===== config.mk =====
export PLATFORM = sky130hd
export DESIGN_NAME = rpu_out_fifo
export DESIGN_NICKNAME = d
export VERILOG_FILES = /design/src/hdl/rpu_pkg.sv /design/src/hdl/rpu_out_fifo.sv
export SDC_FILE = /design/constraint.sdc
export NUM_CORES = 1
export LEC_CHECK = 0
export BUFFER_PORTS_ARGS = -buffer_cell sky130_fd_sc_hd__buf_2
export CAP_MARGIN = 20
export CORE_MARGIN = 2
export CORE_UTILIZATION = 55
export DETAILED_ROUTE_END_ITERATION = 16
export MAX_ROUTING_LAYER = met4
export PLACE_DENSITY_LB_ADDON = 0.05
export SYNTH_ARGS = -nofsm -noshare
export SYNTH_HDL_FRONTEND = slang
export SYNTH_SLANG_ARGS = --single-unit

===== constraint.sdc =====
create_clock -name clk -period 5.36 [get_ports clk]
set_input_delay 1.608 -clock clk [delete_from_list [all_inputs] [get_ports clk]]
set_output_delay 1.608 -clock clk [all_outputs]
set_load 0.05 [all_outputs]

===== src/hdl/rpu_pkg.sv =====
// ----------------------------------------------------------------------------
// rpu_pkg
// Shared types, constants and small arithmetic helpers of the radial particle
// update block.
// ----------------------------------------------------------------------------
`default_nettype none

package rpu_pkg;

  localparam int IN_DATA_W  = 272;
  localparam int OUT_DATA_W = 104;
  localparam int FIFO_DEPTH = 16;
  localparam int FIFO_AW    = 4;

  typedef enum logic [1:0] {
    CFG_EMITTER_X   = 2'd0,
    CFG_EMITTER_Y   = 2'd1,
    CFG_MOTION_MODE = 2'd2
  } cfg_index_t;

  typedef enum logic {
    CMD_SPAWN   = 1'b0,
    CMD_ADVANCE = 1'b1
  } cmd_t;

  typedef struct packed {
    cmd_t        cmd;
    logic [5:0]  slot;
    logic [15:0] dt;
    logic [23:0] life;
    logic [15:0] start_angle;
    logic [15:0] angle_rate;
    logic [15:0] start_radius;
    logic [15:0] radius_rate;
    logic [31:0] start_color;
    logic [63:0] color_rate;
    logic [31:0] size_pack;
    logic [31:0] rotation_pack;
  } item_t;

  typedef struct packed {
    logic        live;
    logic [23:0] life;
    logic [15:0] angle;
    logic [15:0] arate;
    logic [15:0] radius;
    logic [15:0] rstep;
    logic [31:0] start_point;
    logic [63:0] color;
    logic [63:0] cstep;
    logic [31:0] size_st;
    logic [31:0] rot_st;
  } entry_t;

  typedef struct packed {
    logic        valid;
    logic        alive;
    logic [5:0]  slot;
    logic [15:0] angle;
    logic [15:0] radius;
    logic [15:0] base_x;
    logic [15:0] base_y;
    logic [63:0] color;
    logic [15:0] size;
    logic [15:0] rotation;
  } emit_t;

  function automatic logic [15:0] color_in(input logic [7:0] c);
    logic [21:0] n;
    logic [44:0] p;
    n = {c, 14'd0} + 22'd127;
    p = 45'(n) * 45'd4210753;
    return {1'b0, p[44:30]};
  endfunction

  function automatic logic [7:0] color_out(input logic [15:0] v);
    logic [23:0] t;
    t = {v, 8'd0} - {8'd0, v} + 24'd8192;
    return t[21:14];
  endfunction

  function automatic logic [15:0] sat16(input logic signed [18:0] v);
    if (v > 19'sd32767) begin
      return 16'h7fff;
    end else if (v < -19'sd32768) begin
      return 16'h8000;
    end
    return v[15:0];
  endfunction

endpackage

`default_nettype wire


===== src/hdl/rpu_out_fifo.sv =====
// ----------------------------------------------------------------------------
// rpu_out_fifo
// Result queue between the pipeline and the output stream.
// ----------------------------------------------------------------------------
`default_nettype none

module rpu_out_fifo (
  input  wire logic                           clk,
  input  wire logic                           rst,
  input  wire logic                           wr_en,
  input  wire logic [rpu_pkg::OUT_DATA_W:0]   wr_data,
  output      logic                           rd_valid,
  input  wire logic                           rd_en,
  output      logic [rpu_pkg::OUT_DATA_W:0]   rd_data
);
  import rpu_pkg::*;

  logic [OUT_DATA_W:0] buffer [FIFO_DEPTH];
  logic [FIFO_AW-1:0]  wr_ptr;
  logic [FIFO_AW-1:0]  rd_ptr;
  logic [FIFO_AW:0]    count;

  assign rd_valid = count != '0;
  assign rd_data  = buffer[rd_ptr];

  always_ff @(posedge clk) begin
    if (wr_en) begin
      buffer[wr_ptr] <= wr_data;
    end
  end

  always_ff @(posedge clk) begin
    if (rst) begin
      wr_ptr <= '0;
      rd_ptr <= '0;
      count  <= '0;
    end else begin
      if (wr_en) begin
        wr_ptr <= wr_ptr + 1'b1;
      end
      if (rd_en) begin
        rd_ptr <= rd_ptr + 1'b1;
      end
      count <= count + (FIFO_AW + 1)'(wr_en) - (FIFO_AW + 1)'(rd_en);
    end
  end

endmodule

`default_nettype wire


==> impl_metrics.json <==
{
  "globalRoute.busiestLayer": "met2",
  "avgSynthCellArea_sq_um": 23.9,
  "power.total_w": 0.0282,
  "worst_pin_slew_ns": 1.02,
  "status": "complete, no violations",
  "cts.path.max_buffers": 3,
  "grtUsageMet2": 0.404,
  "layout.cells.non_filler": 4660,
  "ioPinCount": 215,
  "root_buffer": "clkbuf_16",
  "fillers": 7759,
  "synthAdderAreaFrac": 0.00248,
  "synth_cells": 2657,
  "synth_warnings": 0,
  "gp_congestion": 0.750,
  "routed_wirelength_um": 145000,
  "synth_seq_cells": 1697,
  "synth_top_cells_by_area": "edfxtp_1 (79%), mux4_2 (15%), a22oi_1 (2.5%)",
  "antenna_left": 0,
  "numCtsBuffers": 168,
  "r2r_setup_slack_ns": 3.04,
  "io_buffer_count": 214,
  "rsz0062_at_grt": "false",
  "die_area_sq_um": 118000,
  "die-height_um": 344,
  "post-place-ws_ns": 1.13,
  "cp-end-kind": "output port",
  "cp_slowest_cell": "dfxtp_4",
  "hold_path.class": "flop to flop",
  "crit_chain": "buf_12 > buf_4 > mux4_2 > a22oi_1 > nand2_1 > buf_2",
  "clk_pin_slew_ns": 0.06,
  "synth_fp_nets": 2778,
  "synth_cell_types": 28,
  "syn_area_sq_um": 63600,
  "hold_ws_ns": 0.555,
  "drv_slew": 0,
  "synth_top_area_cell": "edfxtp_1",
  "start_util": 0.556,
  "die_width_um": 344,
  "power.density_nw_per_um2": 391,
  "synth.top_cell.area_share": 0.793,
  "dr.pass1.iters": 5,
  "drc_errors": 0,
  "cts_resized": 0,
  "grt_overflow": 0,
  "finalHoldViolCount": 0,
  "first_global_vias": 30600,
  "cts_sinks": 1697,
  "setup_viol": 0,
  "critPathMaxStageDelay_ns": 0.82,
  "crit_required_ns": 3.75,
  "p_leak_nw": 22.6,
  "synth-compound-area-share": 0.0252,
  "synth_top_family_by_area": "multiplexers",
  "worstPathArrival_ns": 3.34,
  "ir_drop_mv": 0.383,
  "synthXorXnorAreaFrac": 0.00124,
  "fmaxAchievable_ghz": 0.202,
  "timing.critical_path.fanout_max": 29,
  "grt_start_max_net_pins": 80,
  "cts_tree": "built",
  "synthSimpleGateAreaFrac": 0.0101,
  "via_count": 29300,
  "seq_area_frac_synth": 0.798,
  "multi_input_area_sq_um": 12000,
  "grt_pass1_wl_um": 211000,
  "dp.cells": 4336,
  "muxShareOfSynthArea": 0.149,
  "core-area_sq_um": 115000,
  "finalClockSkew_ns": 0.0227,
  "met1_usage": 0.366,
  "start_kind": "flop",
  "crit_type": "flop to output port",
  "drt_iter0_markers": 3142,
  "antenna_found_initial": 21,
  "final-seq-area_sq_um": 50800,
  "period_needed_ns": 4.95,
  "hpwlAfterDp_um": 76200,
  "post_cts_buffers": 0,
  "cts_hold_buf": 0,
  "relSlewSlack": 0.321,
  "met3_usage": 0.0454,
  "final.setup.tns_ns": 0,
  "clk_latency_ns": 0.76,
  "grt_usage": 0.259,
  "area_delta_synth_final_pct": 13.7,
  "rows": 124,
  "htreeDepth": 4,
  "nets": 3115,
  "via_per_inst": 6.29,
  "final.setup.worst_slack_ns": 0.412,
  "drive_gt1_frac": 0.307,
  "timing.max_cap.violations": 0,
  "fin_crit_sh": 0.923,
  "wl_per_cell_um": 31.1
}
cells in the final DEF, fill, tap and decap left out, drive strengths merged, types with 2 or more instances in the layout:
| cell type | synthesis | layout |
|---|---|---|
| clkinv | 0 | 64 |
| nand2 | 108 | 108 |
| diode | 0 | 21 |
| nor2b | 4 | 4 |
| mux2i | 2 | 2 |
| mux4 | 420 | 420 |
| xnor2 | 4 | 4 |
| a22oi | 210 | 210 |
| inv | 8 | 11 |
| xor2 | 5 | 5 |
| a21oi | 3 | 3 |
| bufinv | 0 | 8 |
| nor2 | 15 | 15 |
| ha | 11 | 11 |
| nand4 | 2 | 2 |
| edfxtp | 1680 | 1680 |
| and2 | 17 | 17 |
| clkbuf | 50 | 227 |
| dfxtp | 17 | 17 |
| buf | 93 | 310 |
layout make-up:
cell class / count / area share
antenna: 21 / 0.000727
tap: 1512 / 0.0262
inverter: 8 / 0.000415
sequential: 1697 / 0.702
timing repair buffer: 310 / 0.0333
clock buffer: 227 / 0.0632
clock inverter: 76 / 0.00746
multi-input combinational: 809 / 0.166
critical path, delay by kind of cell (launching register included):
family / cells / cell delay (ns)
AOI/OAI and AO/OA: 1 / 0.19
and+or+nand+nor: 1 / 0.19
DFF: 1 / 0.82
buffers and inverters: 3 / 0.83
muxes: 1 / 0.50
report_power, final:
group,switching [W],internal (W)
Sequential,0.0000723,0.0148
Clock,0.00466,0.00633
Combinational,0.00150,0.000909
synth_stat cells, drive strengths merged:
library cell and count:
edfxtp 1680, mux4 420, a22oi 210, nand2 108, buf 93, clkbuf 50, and2 17, dfxtp 17
nor2 15, ha 11, inv 8, xor2 5, nor2b 4, xnor2 4, a21oi 3, mux2i 2
nand4 2, a21o 1, and3 1, and3b 1, fa 1, nand3 1, nor3b 1, o21ai 1
or3 1
state kept, by name (all words and copies together) (netlist names), named ones only:
| signal | count |
|---|---|
| buffer | 1680 |
| wr_ptr | 4 |
| rd_ptr | 4 |
| count | 5 |
worst paths after layout:
kind / startpoint / to / cells after the start
worst max-delay path: flop / rd_data[0] / 6
worst max register to register: wr_ptr[2] / buffer[0][30] / 3
worst min register to register: rd_ptr[1] / flop / 2
worst min-delay path: rd_ptr[1] / flop / 2
per-stage QoR:
step	utilization	instance area, sq um
6_report	0.632	72300
5_1_grt	0.631	72300
4_1_cts	0.631	72300
3_5_place_dp	0.586	67100
3_3_place_gp	0.586	67100
2_1_floorplan	-	63600
routing by layer:
metal  wire, um  up-vias
met5          0        -
met4       2310        0
met3       9870      176
met2      72400      976
met1      60500    16000
li1           -    12200
kinds of logic (layout without fill, tap and decap cells):
kind of cell	Yosys count	count (layout)
AOI/OAI and AO/OA	215	215
other	0	21
muxes	422	422
and+or+nand+nor	151	151
adders and majority gates	12	12
xor gates and xnor gates	9	9
DFF	1697	1697
buffers and inverters	151	621
No activity file was read; power rests on OpenSTA's default activity.
