## config.mk

```make
export PLATFORM = sky130hd
export DESIGN_NAME = rpu_trig
export DESIGN_NICKNAME = d
export VERILOG_FILES = /design/src/hdl/rpu_pkg.sv /design/src/hdl/rpu_trig.sv
export SDC_FILE = /design/constraint.sdc
export NUM_CORES = 2
export LEC_CHECK = 0
export ABC_AREA = 1
export BUFFER_PORTS_ARGS = -buffer_cell sky130_fd_sc_hd__buf_4
export CAP_MARGIN = 25
export CORE_ASPECT_RATIO = 0.9
export CORE_MARGIN = 2
export CORE_UTILIZATION = 45
export CTS_CLUSTER_DIAMETER = 150
export DETAILED_ROUTE_END_ITERATION = 8
export PLACE_DENSITY = 0.59
export SYNTH_ARGS = -nofsm -noshare
export SYNTH_HDL_FRONTEND = slang
export SYNTH_SLANG_ARGS = --single-unit
```

## constraint.sdc

```tcl
create_clock -name clk -period 15.8 [get_ports clk]
set_clock_uncertainty 0.2 [all_clocks]
set_input_delay 1.58 -clock clk [delete_from_list [all_inputs] [get_ports clk]]
set_output_delay 1.58 -clock clk [all_outputs]
set_load 0.02 [all_outputs]
```

## src/hdl/rpu_pkg.sv

```systemverilog
// ----------------------------------------------------------------------------
// rpu_pkg
// Shared types, constants and small arithmetic helpers of the radial particle
// update block.
// ----------------------------------------------------------------------------
`default_nettype none

package rpu_pkg;

  localparam int IN_DATA_W  = 272;
  localparam int OUT_DATA_W = 104;
  localparam int FIFO_DEPTH = 16;
  localparam int FIFO_AW    = 4;

  typedef enum logic [1:0] {
    CFG_EMITTER_X   = 2'd0,
    CFG_EMITTER_Y   = 2'd1,
    CFG_MOTION_MODE = 2'd2
  } cfg_index_t;

  typedef enum logic {
    CMD_SPAWN   = 1'b0,
    CMD_ADVANCE = 1'b1
  } cmd_t;

  typedef struct packed {
    cmd_t        cmd;
    logic [5:0]  slot;
    logic [15:0] dt;
    logic [23:0] life;
    logic [15:0] start_angle;
    logic [15:0] angle_rate;
    logic [15:0] start_radius;
    logic [15:0] radius_rate;
    logic [31:0] start_color;
    logic [63:0] color_rate;
    logic [31:0] size_pack;
    logic [31:0] rotation_pack;
  } item_t;

  typedef struct packed {
    logic        live;
    logic [23:0] life;
    logic [15:0] angle;
    logic [15:0] arate;
    logic [15:0] radius;
    logic [15:0] rstep;
    logic [31:0] start_point;
    logic [63:0] color;
    logic [63:0] cstep;
    logic [31:0] size_st;
    logic [31:0] rot_st;
  } entry_t;

  typedef struct packed {
    logic        valid;
    logic        alive;
    logic [5:0]  slot;
    logic [15:0] angle;
    logic [15:0] radius;
    logic [15:0] base_x;
    logic [15:0] base_y;
    logic [63:0] color;
    logic [15:0] size;
    logic [15:0] rotation;
  } emit_t;

  function automatic logic [15:0] color_in(input logic [7:0] c);
    logic [21:0] n;
    logic [44:0] p;
    n = {c, 14'd0} + 22'd127;
    p = 45'(n) * 45'd4210753;
    return {1'b0, p[44:30]};
  endfunction

  function automatic logic [7:0] color_out(input logic [15:0] v);
    logic [23:0] t;
    t = {v, 8'd0} - {8'd0, v} + 24'd8192;
    return t[21:14];
  endfunction

  function automatic logic [15:0] sat16(input logic signed [18:0] v);
    if (v > 19'sd32767) begin
      return 16'h7fff;
    end else if (v < -19'sd32768) begin
      return 16'h8000;
    end
    return v[15:0];
  endfunction

endpackage

`default_nettype wire

```

## src/hdl/rpu_trig.sv

```systemverilog
// ----------------------------------------------------------------------------
// rpu_trig
// Four-stage pipeline that returns sine and cosine in Q14 of a 16-bit phase
// through the quarter-wave polynomial.
// ----------------------------------------------------------------------------
`default_nettype none

module rpu_trig (
  input  wire logic               clk,
  input  wire logic [15:0]        phase,
  output      logic signed [15:0] sin_q14,
  output      logic signed [15:0] cos_q14
);
  import rpu_pkg::*;

  logic [14:0] x1 [2];
  logic [14:0] xs1 [2];
  logic        n1 [2];
  logic [14:0] x2 [2];
  logic [14:0] xs2 [2];
  logic [13:0] in2 [2];
  logic        n2 [2];
  logic [14:0] x3 [2];
  logic [14:0] out3 [2];
  logic        n3 [2];
  logic signed [15:0] res [2];

  always_ff @(posedge clk) begin
    for (int k = 0; k < 2; k++) begin
      logic [1:0]  quad;
      logic [14:0] xv;
      logic [29:0] sq;
      logic [25:0] a;
      logic [28:0] b;
      logic [29:0] c;
      logic [14:0] r;
      quad = phase[15:14] + 2'(k);
      xv   = quad[0] ? 15'd16384 - {1'b0, phase[13:0]} : {1'b0, phase[13:0]};
      sq   = 30'(xv) * 30'(xv);
      x1[k]  <= xv;
      xs1[k] <= sq[28:14];
      n1[k]  <= quad[1];
      a = 26'(xs1[k]) * 26'd1306;
      x2[k]  <= x1[k];
      xs2[k] <= xs1[k];
      in2[k] <= 14'd10583 - a[25:14];
      n2[k]  <= n1[k];
      b = 29'(in2[k]) * 29'(xs2[k]);
      x3[k]   <= x2[k];
      out3[k] <= 15'd25736 - b[28:14];
      n3[k]   <= n2[k];
      c = 30'(x3[k]) * 30'(out3[k]);
      r = (c[29:14] > 16'd16384) ? 15'd16384 : c[28:14];
      res[k] <= n3[k] ? -$signed({1'b0, r}) : $signed({1'b0, r});
    end
  end

  assign sin_q14 = res[0];
  assign cos_q14 = res[1];

endmodule

`default_nettype wire

```

==> results.cfg <==
[clock_network]
clk_pin_slew_ns = 0.06
post_cts_buffers = 0
ctsRootBufferMaster = clkbuf_16
hold_buffers = 0
cts.sinks = 243
postCtsResizedCells = 0
h-tree-depth = 1
clk_path_buf_depth = 3
clk-insertion-delay-late_ns = 0.60
numCtsBuffers = 29
cts_tree = done

[timing]
holdWs_ns = 0.1264
min_period_ns = 9.397
rsz0062_at_grt = false
tightest_slew_ns = 0.8738
slew_viol_final = 0
finalWorstSetupSlack_ns = 6.403
maxSlewHeadroom = 0.4167
setup_tns_ns = 0
hold_viol = 0
fmax_ghz = 0.1064
timing.final.crit_share = 0.5947
setup_viol_count_final = 0

[logic_synthesis]
yosysTopAreaCell = fa_1
netlist_instances = 6749
yosys-top-cells-area = fa_1 36%, ha_1 17%, inv_1 13%
syn_area_per_cell_sq_um = 7.953
synthDistinctLibCells = 53
ys_ff_latch = 243
syn_area_sq_mm = 0.05368
synth_edf_count = 0
ys.flop_type = dfxtp_1
synth_top_area_frac = 0.3603
ys_seq_area_frac = 0.09063
synth.most_common_cell = inv_1
async_flop_share = 0
ys_top_cells_by_count = 1793 x inv_1, 1638 x nand2_1, 966 x fa_1, 740 x ha_1, 344 x nor2_1
yosys_warnings = 0

[worst_setup_path]
cp.arrival_ns = 9.67
crit_fanout = 20
path_buf_inv = 8
reg2reg_setup_slack_ns = 8.45
r2r_start = x3[0][9]
worst_r2r_endpoint = res[0][8]
critPathMaxStageDelay_ns = 0.56
endpoint = xs1[0][26]
critPathLaunchType = input port
crit_type = input port to flop
required_ns = 16.07
crit_top_cell = inv_1
slowest_stage = inv_1
cpLargestDelayFamily = adder cells
path_depth = 34
critPathLaunch = phase[0]
r2r_cells = 30
crit_path_end_kind = flop

[placed_design]
place.gp.congestion = 0.8717
port_buffers = 48
dpl.cell_count = 8265
hpwl_um = 104200
dp_slack_ns = 5.864

[global_routing]
antenna_found_initial = 5
grt_overflow_total = 0
use_met2 = 0.3412
globalRouteMet3Util = 0.01910
grt_max_degree = 37
grt_use_met1 = 0.3032
grt_pass1_vias = 42070
grt_pass1_wl_um = 210300
busiest_layer = met2
track_usage = 0.2078

[route]
drc = 0
via_count = 40440
first_pass_iters = 8
routed_wl_um = 121700
routed_via_density = 4.860
avgRoutedWirePerCell_um = 14.63
drtIter0Drc = 2361
ant_nets = 0

[floorplanning]
dieArea_sq_mm = 0.1221
core_area_sq_mm = 0.1186
num_io_pins = 49
start_util = 0.4525
chipWidth_um = 368.1
rows = 120
die-height_um = 331.6

[finish]
final_nets = 8433
syn_to_final_growth_pct = 5.455
stdcell_count = 8320
drive_above_1_share = 0.02392

[job]
maxCapViolCount = 0

[min_path]
holdPathStages = 0
hold_class = flop to flop

[status]
status = finished, final reports clean
==> stage by stage <==
step / utilization / instance area, sq um
floorplan: - / 53740
global placement: 0.4687 / 55590
detailed placement: 0.4687 / 55590
CTS: 0.4772 / 56600
global route: 0.4772 / 56600
finish: 0.4772 / 56600
==> per-layer routing <==
layer	share of wire	vias to the layer above
met2	0.46	796
met3	0.047	95
met5	0.00021	-
met4	0.012	4
met1	0.48	19710
li1	-	19830
==> placed cells by master, fill, tap and decap left out, drive strengths merged <==
| master | instances |
|---|---|
| o21a | 9 |
| o311ai | 1 |
| a31o | 2 |
| o211ai | 3 |
| xor2 | 95 |
| nor4 | 4 |
| dfxtp | 243 |
| nand4 | 41 |
| a21oi | 216 |
| or3 | 1 |
| and3 | 1 |
| clkinvlp | 3 |
| or2 | 8 |
| nand2 | 1649 |
| o31ai | 7 |
| xnor2 | 66 |
| clkinv | 13 |
| a221oi | 3 |
| a21boi | 7 |
| a31oi | 13 |
| a21o | 21 |
| clkbuf | 34 |
| o2111ai | 2 |
| o221ai | 5 |
| diode | 2 |
| buf | 61 |
| inv | 1808 |
| bufinv | 3 |
| nor3 | 36 |
| conb | 20 |
| ha | 740 |
| nand3 | 122 |
| nand3b | 14 |
| fa | 966 |
| o41ai | 6 |
| o21ai | 123 |
| and2 | 5 |
| o21bai | 24 |
| nor2 | 357 |
==> sequential cells by signal, summed over array words and instances, names as in the netlist <==
register	cells
x3	29
n3	2
n1	2
res	32
xs2	30
out3	30
x1	29
in2	28
n2	2
x2	29
xs1	30
==> area by class of cell <==
class / instances / area [sq um]
inverters: 1808 / 6787
well taps: 1586 / 1984
diodes: 2 / 5.005
multi-input cells: 4567 / 41500
clock buffers: 34 / 774.5
flip-flops and latches: 243 / 4865
repair buffers: 61 / 457.9
fillers: 11810 / 62010
clock inverters: 19 / 230.2
==> worst register-to-register path, delay by kind of cell (launching register included) <==
kind,cells,cell delay [ns]
adders and majority gates,8,3.60
and+or+nand+nor,15,1.89
DFF,1,0.85
AOI/OAI and AO/OA,2,0.37
buffers and inverters,4,0.20
xor gates and xnor gates,1,0.17
==> worst min path at each step <==
stage / start / to / slack [ns]
5_1_grt: x1[0][1] / x2[0][1] / 0.13
2_1_floorplan: n1[0][0] / n2[0][0] / 0.11
3_3_place_gp: x2[0][10] / x3[0][10] / 0.11
4_1_cts: x1[0][2] / x2[0][2] / 0.13
3_5_place_dp: x1[0][1] / x2[0][1] / 0.11
6_report: n2[0][0] / n3[0][0] / 0.13
==> logic make-up after synthesis <==
kind of cell               after synthesis  synth area share
AOI/OAI and AO/OA                      442           0.04681
xor gates and xnor gates               161           0.02655
adders and majority gates             1706            0.5328
buffers and inverters                 1957            0.1375
DFF                                    243           0.09063
other                                    2         0.0001399
and+or+nand+nor                       2238            0.1656
Power is not shown: default switching activity piles up to over one toggle a cycle in this logic, so the estimate is an artifact.
